### config.mk
export PLATFORM = sky130hd
export DESIGN_NAME = price_level_order_matcher
export DESIGN_NICKNAME = d
export VERILOG_FILES = /design/src/plom_pkg.sv /design/src/plom_front.sv /design/src/plom_back.sv /design/src/price_level_order_matcher.sv
export SDC_FILE = /design/constraint.sdc
export NUM_CORES = 2
export LEC_CHECK = 0
export BUFFER_PORTS_ARGS = -buffer_cell sky130_fd_sc_hd__buf_4
export CAP_MARGIN = 20
export CORE_UTILIZATION = 38
export CTS_CLUSTER_SIZE = 12
export DETAILED_ROUTE_END_ITERATION = 8
export GPL_ROUTABILITY_DRIVEN = 0
export PLACE_DENSITY_LB_ADDON = 0.2
export RECOVER_POWER = 50
export SLEW_MARGIN = 10
export SYNTH_ARGS = -nofsm -noshare
export SYNTH_HDL_FRONTEND = slang
export SYNTH_SLANG_ARGS = --single-unit
### constraint.sdc
create_clock -name clk -period 13.7 [get_ports clk]
set_input_delay 0.685 -clock clk [delete_from_list [all_inputs] [get_ports clk]]
set_output_delay 0.685 -clock clk [all_outputs]
set_load 0.05 [all_outputs]
### src/plom_pkg.sv
// Package for the price level order matcher: shared types and codes.
// No dependencies.
`default_nettype none
package plom_pkg;

  typedef enum logic [1:0] {
    KIND_MKT_BUY  = 2'd0,
    KIND_MKT_SELL = 2'd1,
    KIND_LMT_BUY  = 2'd2,
    KIND_LMT_SELL = 2'd3
  } kind_t;

  typedef enum logic [1:0] {
    ST_IDLE,
    ST_WALK,
    ST_REST,
    ST_CLEAR
  } state_t;

endpackage
`default_nettype wire

### src/plom_front.sv
// Front end of the order matcher: a small order queue that decodes each order.
// Depends on plom_pkg.
`default_nettype none
module plom_front #(
  parameter int PRICE_LEVELS = 64
) (
  input  wire logic         clk,
  input  wire logic         rst,
  input  wire logic         push,
  output logic              full,
  input  wire logic [1:0]   kind,
  input  wire logic [5:0]   price,
  input  wire logic [19:0]  quantity,
  output logic              ord_valid,
  input  wire logic         ord_take,
  output logic              ord_buy,
  output logic              ord_limit,
  output logic [5:0]        ord_price,
  output logic [19:0]       ord_qty
);

  logic [1:0]  count;
  logic        wr_ptr;
  logic        rd_ptr;
  logic        q_buy   [2];
  logic        q_limit [2];
  logic [5:0]  q_price [2];
  logic [19:0] q_qty   [2];
  logic [5:0]  px_sat;
  logic        do_push;
  logic        do_pop;

  // Limit prices beyond the book clamp to the top level.
  assign px_sat = (32'(price) >= PRICE_LEVELS) ? 6'(PRICE_LEVELS - 1) : price;
  assign full = (count == 2'd2);
  assign do_push = push && !full;
  assign do_pop = ord_take && ord_valid;
  assign ord_valid = (count != 2'd0);
  assign ord_buy = q_buy[rd_ptr];
  assign ord_limit = q_limit[rd_ptr];
  assign ord_price = q_price[rd_ptr];
  assign ord_qty = q_qty[rd_ptr];

  always_ff @(posedge clk) begin
    if (rst) begin
      count <= 2'd0;
      wr_ptr <= 1'b0;
      rd_ptr <= 1'b0;
    end else begin
      if (do_push) wr_ptr <= ~wr_ptr;
      if (do_pop) rd_ptr <= ~rd_ptr;
      count <= count + 2'(do_push) - 2'(do_pop);
    end
    if (do_push) begin
      q_buy[wr_ptr] <= (kind == plom_pkg::KIND_MKT_BUY) || (kind == plom_pkg::KIND_LMT_BUY);
      q_limit[wr_ptr] <= (kind == plom_pkg::KIND_LMT_BUY) ||
                         (kind == plom_pkg::KIND_LMT_SELL);
      q_price[wr_ptr] <= px_sat;
      q_qty[wr_ptr] <= quantity;
    end
  end

endmodule
`default_nettype wire

### src/plom_back.sv
// Back end of the order matcher: book memories, level walk and result register.
// Depends on plom_pkg.
`default_nettype none
module plom_back #(
  parameter int PRICE_LEVELS   = 64,
  parameter int LEVEL_QTY_BITS = 24
) (
  input  wire logic         clk,
  input  wire logic         rst,
  input  wire logic         ord_valid,
  output logic              ord_take,
  input  wire logic         ord_buy,
  input  wire logic         ord_limit,
  input  wire logic [5:0]   ord_price,
  input  wire logic [19:0]  ord_qty,
  output logic              empty,
  input  wire logic         pop,
  output logic [5:0]        fill_price,
  output logic [19:0]       fill_qty,
  output logic [19:0]       left_qty,
  output logic              rested,
  output logic              last
);

  localparam int LW = (PRICE_LEVELS > 1) ? $clog2(PRICE_LEVELS) : 1;
  localparam int SW = ((LEVEL_QTY_BITS > 20) ? LEVEL_QTY_BITS : 20) + 1;
  localparam logic [LEVEL_QTY_BITS-1:0] LVL_MAX = '1;
  localparam logic [LW-1:0] TOP = LW'(PRICE_LEVELS - 1);

  // Book memories, one read port each with registered read data.
  logic [LEVEL_QTY_BITS-1:0] bid_mem [PRICE_LEVELS];
  logic [LEVEL_QTY_BITS-1:0] ask_mem [PRICE_LEVELS];
  logic [LEVEL_QTY_BITS-1:0] bid_rd, ask_rd;
  logic [LW-1:0] bid_addr, ask_addr;
  logic          bid_we, ask_we;
  logic [LW-1:0] bid_wa, ask_wa;
  logic [LEVEL_QTY_BITS-1:0] bid_wd, ask_wd;

  plom_pkg::state_t state, state_next;
  logic [LW-1:0] clr;
  logic [LW-1:0] lv, lv_next;
  logic [19:0]   rem;
  logic          buy, lim;
  logic [LW-1:0] px;
  logic [19:0]   orig;

  // Latest walk result, passed on once the next take or the end is known.
  logic          h_valid;
  logic [5:0]    h_price;
  logic [19:0]   h_fill, h_left;

  logic [LEVEL_QTY_BITS-1:0] avail;
  logic [LEVEL_QTY_BITS-1:0] own_q;
  logic [LEVEL_QTY_BITS-1:0] opp_wd;
  logic          crosses, at_end, take_lvl, room, adv, rest_now;
  logic [19:0]   take;
  logic [19:0]   rem_after;
  logic [SW-1:0] rest_sum;
  logic [LEVEL_QTY_BITS-1:0] rest_q;
  logic          cur_buy;
  logic [LW-1:0] cur_px, walk_addr;

  // Single-entry result register.
  logic          r_valid;
  logic          emit;
  logic [5:0]    e_price;
  logic [19:0]   e_fill, e_left;
  logic          e_rested, e_last;

  assign avail = buy ? ask_rd : bid_rd;
  assign own_q = buy ? bid_rd : ask_rd;
  assign crosses = !lim || (buy ? (lv <= px) : (lv >= px));
  assign at_end = buy ? (lv == TOP) : (lv == '0);
  assign take = (32'(avail) < 32'(rem)) ? 20'(avail) : rem;
  assign rem_after = rem - take;
  assign take_lvl = (rem != '0) && (avail != '0) && crosses;
  assign room = !r_valid || pop;
  assign adv = !h_valid || room;
  assign opp_wd = avail - LEVEL_QTY_BITS'(take);
  assign rest_sum = SW'(own_q) + SW'(rem);
  assign rest_q = (rest_sum > SW'(LVL_MAX)) ? LVL_MAX : rest_sum[LEVEL_QTY_BITS-1:0];
  assign rest_now = (state == plom_pkg::ST_REST) && room && lim && (rem != '0);

  assign empty = !r_valid;
  assign ord_take = (state == plom_pkg::ST_IDLE);

  // The opposite side is read at the level the walk looks at next; the own
  // side is always read at the order's price for the final resting step.
  assign cur_buy = (state == plom_pkg::ST_IDLE) ? ord_buy : buy;
  assign cur_px = (state == plom_pkg::ST_IDLE) ? LW'(ord_price) : px;
  assign walk_addr = (state == plom_pkg::ST_IDLE) ? (ord_buy ? '0 : TOP) : lv_next;
  assign bid_addr = cur_buy ? cur_px : walk_addr;
  assign ask_addr = cur_buy ? walk_addr : cur_px;

  always_comb begin
    lv_next = lv;
    if (state == plom_pkg::ST_WALK && !at_end && (!take_lvl || adv)) begin
      lv_next = buy ? lv + 1'b1 : lv - 1'b1;
    end
  end

  always_comb begin
    state_next = state;
    case (state)
      plom_pkg::ST_CLEAR: if (clr == TOP) state_next = plom_pkg::ST_IDLE;
      plom_pkg::ST_IDLE: if (ord_valid) state_next = plom_pkg::ST_WALK;
      plom_pkg::ST_WALK: begin
        if (rem == '0 || (avail != '0 && !crosses)) begin
          state_next = plom_pkg::ST_REST;
        end else if (take_lvl) begin
          if (adv && (rem_after == '0 || at_end)) state_next = plom_pkg::ST_REST;
        end else if (at_end) begin
          state_next = plom_pkg::ST_REST;
        end
      end
      plom_pkg::ST_REST: if (room) state_next = plom_pkg::ST_IDLE;
      default: state_next = plom_pkg::ST_IDLE;
    endcase
  end

  // A take sends the held result on, so it needs room only when one is held.
  // The final result is the held one, or a nothing-matched marker.
  always_comb begin
    emit = 1'b0;
    e_price = h_price;
    e_fill = h_fill;
    e_left = h_left;
    e_rested = 1'b0;
    e_last = 1'b0;
    case (state)
      plom_pkg::ST_WALK: emit = take_lvl && h_valid && room;
      plom_pkg::ST_REST: begin
        emit = room;
        e_rested = lim && (rem != '0);
        e_last = 1'b1;
        if (!h_valid) begin
          e_price = lim ? 6'(px) : 6'd0;
          e_fill = '0;
          e_left = orig;
        end
      end
      default: emit = 1'b0;
    endcase
  end

  always_comb begin
    bid_we = 1'b0;
    ask_we = 1'b0;
    bid_wa = lv;
    ask_wa = lv;
    bid_wd = opp_wd;
    ask_wd = opp_wd;
    case (state)
      plom_pkg::ST_CLEAR: begin
        bid_we = 1'b1;
        ask_we = 1'b1;
        bid_wa = clr;
        ask_wa = clr;
        bid_wd = '0;
        ask_wd = '0;
      end
      plom_pkg::ST_WALK: if (take_lvl && adv) begin
        if (buy) ask_we = 1'b1;
        else bid_we = 1'b1;
      end
      plom_pkg::ST_REST: if (rest_now) begin
        if (buy) begin
          bid_we = 1'b1;
          bid_wa = px;
          bid_wd = rest_q;
        end else begin
          ask_we = 1'b1;
          ask_wa = px;
          ask_wd = rest_q;
        end
      end
      default: ;
    endcase
  end

  always_ff @(posedge clk) begin
    if (bid_we) bid_mem[bid_wa] <= bid_wd;
    if (ask_we) ask_mem[ask_wa] <= ask_wd;
    bid_rd <= bid_mem[bid_addr];
    ask_rd <= ask_mem[ask_addr];
  end

  always_ff @(posedge clk) begin
    if (rst) begin
      state <= plom_pkg::ST_CLEAR;
      clr <= '0;
      r_valid <= 1'b0;
      h_valid <= 1'b0;
    end else begin
      state <= state_next;
      if (state == plom_pkg::ST_CLEAR) clr <= clr + 1'b1;
      if (emit) r_valid <= 1'b1;
      else if (pop) r_valid <= 1'b0;
      case (state)
        plom_pkg::ST_IDLE: if (ord_valid) begin
          buy <= ord_buy;
          lim <= ord_limit;
          px <= LW'(ord_price);
          rem <= ord_qty;
          orig <= ord_qty;
          h_valid <= 1'b0;
          lv <= ord_buy ? '0 : TOP;
        end
        plom_pkg::ST_WALK: begin
          lv <= lv_next;
          if (take_lvl && adv) begin
            rem <= rem_after;
            h_valid <= 1'b1;
            h_price <= 6'(lv);
            h_fill <= take;
            h_left <= rem_after;
          end
        end
        default: ;
      endcase
    end
    if (emit) begin
      fill_price <= e_price;
      fill_qty <= e_fill;
      left_qty <= e_left;
      rested <= e_rested;
      last <= e_last;
    end
  end

endmodule
`default_nettype wire

### src/price_level_order_matcher.sv
// Top level of the price level order matcher.
// Depends on plom_pkg, plom_front and plom_back.
//
// Usage: orders enter through a queue-like port (push/full) carrying kind,
// price and quantity. Results leave through a queue-like port (empty/pop):
// the oldest result sits on fill_price, fill_qty, left_qty, rested and last
// while empty is low, and a transfer happens when pop is high.
// A front queue of two orders decodes each order and clamps its price; the
// back end walks the opposite side of the book one price level per cycle
// while not stalled, starting at the best level, and emits one result per
// level consumed, or one nothing-matched result. Each take is held back
// until the next take or the end is known, so the final result can carry
// last. An order passes through a start step, a walk step per level visited
// and a finishing step; the back end takes no new order until that is done.
// The book lives in two memories. After rst the back end clears them level
// by level before it takes an order; the front queue still takes two orders
// meanwhile, and the result register comes out of reset empty.
// When the receiver stalls, the single result register holds its entry, the
// walk pauses at a take while an earlier take is held and the finishing step
// waits; orders keep queuing until full.
`default_nettype none
module price_level_order_matcher #(
  parameter int PRICE_LEVELS   = 64,
  parameter int LEVEL_QTY_BITS = 24
) (
  input  wire logic        clk,
  input  wire logic        rst,
  input  wire logic        push,
  output logic             full,
  input  wire logic [1:0]  kind,
  input  wire logic [5:0]  price,
  input  wire logic [19:0] quantity,
  output logic             empty,
  input  wire logic        pop,
  output logic [5:0]       fill_price,
  output logic [19:0]      fill_qty,
  output logic [19:0]      left_qty,
  output logic             rested,
  output logic             last
);

  logic        ord_valid, ord_take, ord_buy, ord_limit;
  logic [5:0]  ord_price;
  logic [19:0] ord_qty;

  plom_front #(.PRICE_LEVELS(PRICE_LEVELS)) u_front (
    .clk, .rst, .push, .full, .kind, .price, .quantity,
    .ord_valid, .ord_take, .ord_buy, .ord_limit, .ord_price, .ord_qty
  );

  plom_back #(.PRICE_LEVELS(PRICE_LEVELS), .LEVEL_QTY_BITS(LEVEL_QTY_BITS)) u_back (
    .clk, .rst, .ord_valid, .ord_take, .ord_buy, .ord_limit, .ord_price, .ord_qty,
    .empty, .pop, .fill_price, .fill_qty, .left_qty, .rested, .last
  );

  // Only the final result may report resting, every earlier result fills
  // something, and a waiting result holds still.
  a_rested_last: assert property (@(posedge clk) disable iff (rst)
    (!empty && rested) |-> last) else $error("rested without last");
  a_fill_nonzero: assert property (@(posedge clk) disable iff (rst)
    (!empty && !last) |-> (fill_qty != 20'd0)) else $error("empty fill mid-order");
  a_hold: assert property (@(posedge clk) disable iff (rst)
    (!empty && !pop) |=> (!empty && $stable(fill_qty) && $stable(fill_price)))
    else $error("result changed while stalled");

endmodule
`default_nettype wire
# [Yosys cells after proc, flatten, opt, wreduce, memory -nomap -nowiden]
# Memory sizes are Yosys's and may differ from the RTL's. A register that Yosys moved wholly into a read port is not among the register bits.
# Index checks and enable logic that the tools add are counted.
[word_totals] reg_bits=161 mem_bits_rw=3128 in_bits=32 output_inout_bits=50 elab_cells=174 mem_count=6
[mem_list] name="u_back.ask_mem" words=64 word_bits=24 rd=1 rd_ports_with_merged_regs=1 write_ports=1 line="plom_back.sv:32" source="logic [LEVEL_QTY_BITS-1:0] ask_mem [PRICE_LEVELS];"
[mem_list] name="u_back.bid_mem" words=64 word_bits=24 rd=1 rd_ports_with_merged_regs=1 write_ports=1 line="plom_back.sv:31" source="logic [LEVEL_QTY_BITS-1:0] bid_mem [PRICE_LEVELS];"
[mem_list] name="u_front.q_qty" words=2 word_bits=20 rd=1 rd_ports_with_merged_regs=1 write_ports=1 line="plom_front.sv:28" source="logic [19:0] q_qty [2];"
[mem_list] name="u_front.q_price" words=2 word_bits=6 rd=1 rd_ports_with_merged_regs=1 write_ports=1 line="plom_front.sv:27" source="logic [5:0] q_price [2];"
[mem_list] name="u_front.q_buy" words=2 word_bits=1 rd=1 rd_ports_with_merged_regs=1 write_ports=1 line="plom_front.sv:25" source="logic q_buy [2];"
[mem_list] name="u_front.q_limit" words=2 word_bits=1 rd=1 rd_ports_with_merged_regs=1 write_ports=1 line="plom_front.sv:26" source="logic q_limit [2];"
[op_classes] add_sub_neg=8 n_lt_le_gt_ge=4 eq_ne=14 n_mux=73 n_bitwise=3 reduce_logical=46
[ops] operator="two-way mux 24 bit" n=7
[ops] operator="two-way mux 20 bit" n=7
[ops] operator="one-hot mux 24 bit (2 select lines)" n=2
[ops] operator="two-way mux 6 bit" n=15
[ops] operator="zero test 20 bit" n=2
[ops] operator="one-hot mux 20 bit (2 select lines)" n=1
[ops] operator="one-hot mux 6 bit (2 select lines)" n=3
[ops] operator="two-way mux 1 bit" n=26
[ops] operator="adder 24 x 20 -> 25 bit" n=1
[ops] operator="greater-than comparator 25 x 24 -> 1 bit (second input constant)" n=1
[ops] operator="< comparator 24 x 20 -> 1 bit" n=1
[ops] operator="nonzero test 24 bit" n=1
[ops] operator="subtractor 24 x 20 -> 24 bit" n=1
[ops] operator="nonzero test 20 bit" n=1
[ops] operator="subtractor 20 bit" n=1
[ops] operator="logical AND 1 bit" n=15
[ops] operator="two-way mux 2 bit" n=7
[ops] operator="adder 6 x 1 -> 6 bit (second input constant)" n=2
[ops] operator="== test 6 bit (second input constant)" n=2
[ops] operator="AND reduction 3 bit" n=4
[ops] operator="== test 2 bit (second input constant)" n=5
[ops] operator="logical OR 1 bit" n=8
[ops] operator="one-hot mux 2 bit (4 select lines)" n=1
[ops] operator="zero test 1 bit" n=7
[ops] operator="18 further kinds" n=27

# [Logic depth before layout (Yosys ltp)]
[logic_depth] ltp_word=11 ltp_mapped=36 depth_no_buf=22

# [Hierarchy]
# A second synthesis with hierarchy kept.
[unflattened] hier_cells=9607 hier_area_um2=135213.4
[modules_own_cells] mod="plom_back" instances=1 cells_each=9491 area_per_inst_um2=132943.8 seq_area_each_um2=97853.8
[modules_own_cells] mod="plom_front" instances=1 cells_each=116 area_per_inst_um2=2269.7 seq_area_each_um2=1781.7

# [Worst setup path after synthesis]
# No wires, ideal clock.
[synth_path] path_type="register -> register" start="reg u_back.buy" end="mem u_back.ask_mem[0][18] (data pin)" setup_ns=0.702 arrival_time_ns=9.415 required_ns=12.998 path_slack_ns=3.583 path_stages_with_launch=34 n_path_buf=14 period_less_slack_ns=10.117 cell_sequence="edfxtp_1 buf_6 buf_12 buf_12 buf_6 buf_2 buf_2 clkbuf_1 clkbuf_1 clkbuf_1 clkbuf_1 mux2_2 ha_1 nand4_1 nor3_1 o31ai_4 buf_2 nand3_2 clkbuf_1 clkbuf_1 clkbuf_1 o21ai_0 ha_1 inv_1 ha_1 and2_1 nand4_1 o31a_1 a311oi_1 o31ai_1 a21oi_1 xnor2_1 o21ai_0 o21ai_0"
[synth_via] elab_chain_cells=7 word_cells_on_any_way=11 classes_between="add/sub: 2; order compare: 2; mux: 7"
[synth_lines] item="start, declared" line="plom_back.sv:43" source="logic buy, lim;"
[synth_lines] item="start signal, assigned" line="plom_back.sv:201" source="buy <= ord_buy;"
[synth_lines] item="two-way mux 24 bit (*)" line="plom_back.sv:70" source="assign avail = buy ? ask_rd : bid_rd;"
[synth_lines] item="< comparator 24 x 20 -> 1 bit" line="plom_back.sv:74" source="assign take = (32'(avail) < 32'(rem)) ? 20'(avail) : rem;"
[synth_lines] item="two-way mux 20 bit (*)" line="plom_back.sv:74"
[synth_lines] item="net u_back.take[0]" line="plom_back.sv:56" source="logic [19:0] take;"
[synth_lines] item="subtractor 24 x 20 -> 24 bit (*)" line="plom_back.sv:79" source="assign opp_wd = avail - LEVEL_QTY_BITS'(take);"
[synth_lines] item="two-way mux 24 bit" line="plom_back.sv:167" source="if (buy) begin"
[synth_lines] item="two-way mux 24 bit" line="plom_back.sv:166" source="plom_pkg::ST_REST: if (rest_now) begin"
[synth_lines] item="one-hot mux 24 bit (2 select lines) (*)" line="plom_back.sv:153" source="case (state)"
[synth_lines] item="net u_back.ask_wd[18]" line="plom_back.sv:37" source="logic [LEVEL_QTY_BITS-1:0] bid_wd, ask_wd;"
[synth_lines] item="end, declared" line="plom_back.sv:32"
# The timed path passes the listed nets; every way through them passes the cells marked *.

# [Worst setup path after layout]
[layout_path] start="reg u_back.buy" end="mem u_back.ask_mem[11][18] (data pin)"
# Same word-level chain as after synthesis.

==> metrics.txt <==
Die Ht between 600 and 700 um; Pwr Density between 200 and 250 nW/um^2; register area share after synthesis between 60% and 70%; antenna-violating nets left 0; Nets 10,900; postcts setup bufs 0; Synth area leaders edfxtp_1, mux2i_1, nand2_1; Arrival @ worst endpoint ~11 ns; Crit path depth 24; post-synthesis register bit count 3,339; Overflow after GRT 0; die area between 300,000 and 400,000 sq um; Hold Fails Final Rpt 0; CTS root buf clkbuf_16; Worst Setup EP u_back.ask_mem[11][18]$_DFFE_PP_; most frequent cells after synthesis edfxtp_1, nand2_1, mux2i_1; CTS max path bufs 4; DR vias approximately 97,000; total CTS buffers ~360; Post-Syn Nets 10,900; failing checks capacitance limit, slew limit; CTS H-Tree Depth 5; Routed WL 476,000 um; vias in the first global route slightly above 90,000; Chip Width 620 um; reg-to-reg critical path endpoint u_back.ask_mem[11][18]$_DFFE_PP_; Worst Reg-to-Reg Cells 24; kind of critical path register to register; Netlist Area Pre-Place between 100,000 and 150,000 sq um; wire length per cell 29.5 um; TritonCTS clock tree done; CP Cell Sequence buf_12 -> buf_12 -> mux2i_1 -> inv_1 -> ha_1 -> nand4_1 -> nor2_1 -> o31ai_1 -> nand3_1 -> nand2_1 -> o21ai_0 -> ha_1 -> inv_1 -> ha_1 -> and2_1 -> nand4_1 -> o31a_1 -> a311oi_1 -> o31ai_1 -> a21oi_1 -> xnor2_1 -> o21ai_0 -> o21ai_4 -> buf_4; RSZ-0062 raised after global routing false; num rows between 200 and 250; Worst Setup SP u_back.buy$_DFFE_PP_; Placed Cells roughly 15,000; I/O Pins between 80 and 90; vias per cell between 5 and 6; critical path launch point type register; Static Leak between 50 and 60 nW; reg-to-reg setup timing slack 3.11 ns; Clock Skew 0.124 ns; mean post-synth cell area between 10 and 15 sq um; Post-DP HPWL roughly 260,000 um; Starting Density 38.3%; most frequent CP cell ha_1; status finished, violations left; maxcap violations 130; # resized after CTS 0; cell with the most instances after synthesis edfxtp_1; CTS clk-pin slew, worst paths 0.06 ns; hold path startpoint rst; pin count of the biggest net entering global routing 197; Top delay family on crit path compound AO/OA/AOI/OAI gates; CP max stage delay between 1 and 1.5 ns; Buf/Inv on CP 5; crit end category register; Data required, critical path about 14 ns; layout cells sized above 1 under 10%; Ys Warns 0; worst skew pair latency between 0.9 and 1 ns; clock sink total approximately 3,300; core area around 380,000 sq um; endpoints failing setup 0; slowest CP cell nand3_1; port buffer count approximately 80; final period utilization 77.3%; area delta synth->final 12.5%; First-pass DRT Iterations 8; VDD IR max between 0.3 and 0.4 mV; Max Freq 0.0944 GHz; # DRC 0; Main synth FF type edfxtp_1; Pwr Total between 0.03 and 0.04 W; crit-path max FO between 150 and 200; Worst-Margin Slew ~3.2 ns; CTS Hold Bufs 28; post-synth top area cell edfxtp_1; fin crit period between 10 and 15 ns; ys async rst share 0%; Post-Synthesis Cells 10,700; global-route wire length before repair around 670,000 um; # fillers 34,200; Netlist cell types 105; initial DRC count about 12,000; HP Class input pin to register; top cell type's share of synthesized area between 60% and 70%; GRT Util Overall 23.9%; antenna violations before repair 22; max-slew violation count about 3,300; R2R Path Start u_back.buy$_DFFE_PP_; EDFF count, synth between 3,000 and 4,000; Non-Filler Instances 16,100; slew margin rel. -113%; post-route setup TNS 0 ns
-- power by group --
part / internal, W / switching (W) / total, W
clock network: 0.00518 / 0.00396 / 0.00913
registers: 0.0160 / 0.000531 / 0.0165
logic: 0.00338 / 0.0107 / 0.0141
total: 0.0245 / 0.0152 / 0.0397
-- worst min-delay path by stage --
stage                     cells past startpoint                           end  slack, ns
after floorplan                               0   u_back.h_price[0]$_DFFE_PP_       0.42
final                                         2   u_front.rd_ptr$_SDFFE_PP0P_       0.12
after global placement                        1  u_back.fill_qty[1]$_DFFE_PP_       0.51
after detailed placement                      1  u_back.fill_qty[1]$_DFFE_PP_       0.51
after CTS                                     2   u_front.rd_ptr$_SDFFE_PP0P_       0.06
after global routing                          2   u_front.count[1]$_SDFF_PP0_        0.1
-- flip-flops by register name, indices dropped and copies added, names as in the netlist, 6 cells and up, named ones only --
register and count:
u_back.lv 6, u_back.ask_mem 1536, u_back.h_fill 20, u_back.fill_price 6, u_front.q_qty 40, u_back.rem 20
u_back.orig 20, u_back.left_qty 20, u_back.fill_qty 20, u_back.bid_rd 24, u_back.h_left 20, u_back.h_price 6
u_back.clr 6, u_back.px 6, u_front.q_price 12, u_back.bid_mem 1536, u_back.ask_rd 24
-- final cells by class --
type / count / area (sq um) / area share (%)
multi-input cells: 6577 / 43200 / 26.4
well taps: 5016 / 6280 / 3.84
repair buffers: 450 / 3090 / 1.89
diodes: 16 / 40.0 / 0.0245
inverters: 91 / 342 / 0.209
flip-flops and latches: 3339 / 99600 / 61.0
clock buffers: 498 / 9890 / 6.05
clock inverters: 143 / 997 / 0.610
-- cell usage in the layout (no fill, tap or decap), drive strengths merged, types with 107 or more instances in the layout --
cell    netlist  layout
a221oi      162     162
clkbuf      475     719
a21oi       382     382
a22oi       531     531
nor2        410     410
buf         260     201
edfxtp     3276    3276
mux2i      1013    1013
nand2      1524    1524
nand4       107     107
o21ai       387     387
a211oi      220     220
mux2        161     161
nand3       704     704
and3        151     151
clkinv        1     123
-- layer usage --
layer,vias to the layer above,share of wire (%),GRT usage [%]
li1,41700,-,-
met1,49500,40,30.7
met2,4446,48,39.8
met3,977,7.8,4.02
met4,6,4.8,10.4
met5,-,0.0080,0
-- per-stage QoR --
step | utilization [%] | hold WS (ns) | setup slack, ns | area (sq um)
5_1_grt | 43.0 | 0.0960 | 2.36 | 163000
2_1_floorplan | - | 0.421 | 3.58 | 145000
3_5_place_dp | 40.3 | 0.514 | 5.19 | 153000
6_report | 43.0 | 0.124 | 3.11 | 163000
4_1_cts | 43.3 | 0.0559 | 5.15 | 164000
3_3_place_gp | 40.3 | 0.510 | 4.99 | 153000
-- logic make-up after synthesis --
| logic type | Yosys count | synth area share [%] |
|---|---|---|
| AOI/OAI and AO/OA | 2098 | 9.94 |
| xor gates and xnor gates | 74 | 0.451 |
| adders and majority gates | 79 | 0.687 |
| buffers and inverters | 826 | 2.42 |
| DFF | 3339 | 68.6 |
| muxes | 1174 | 8.28 |
| and+or+nand+nor | 3152 | 9.66 |
-- worst reg2reg max path, delay by kind of cell (launching register included) --
family                     cells  cell delay, ns
AOI/OAI and AO/OA              8            3.20
buffers and inverters          5            2.28
and+or+nand+nor                6            2.25
adders and majority gates      3            1.01
muxes                          1            0.82
DFF                            1            0.38
xor gates and xnor gates       1            0.23
Note: power is estimated with default switching activity, not from simulation.
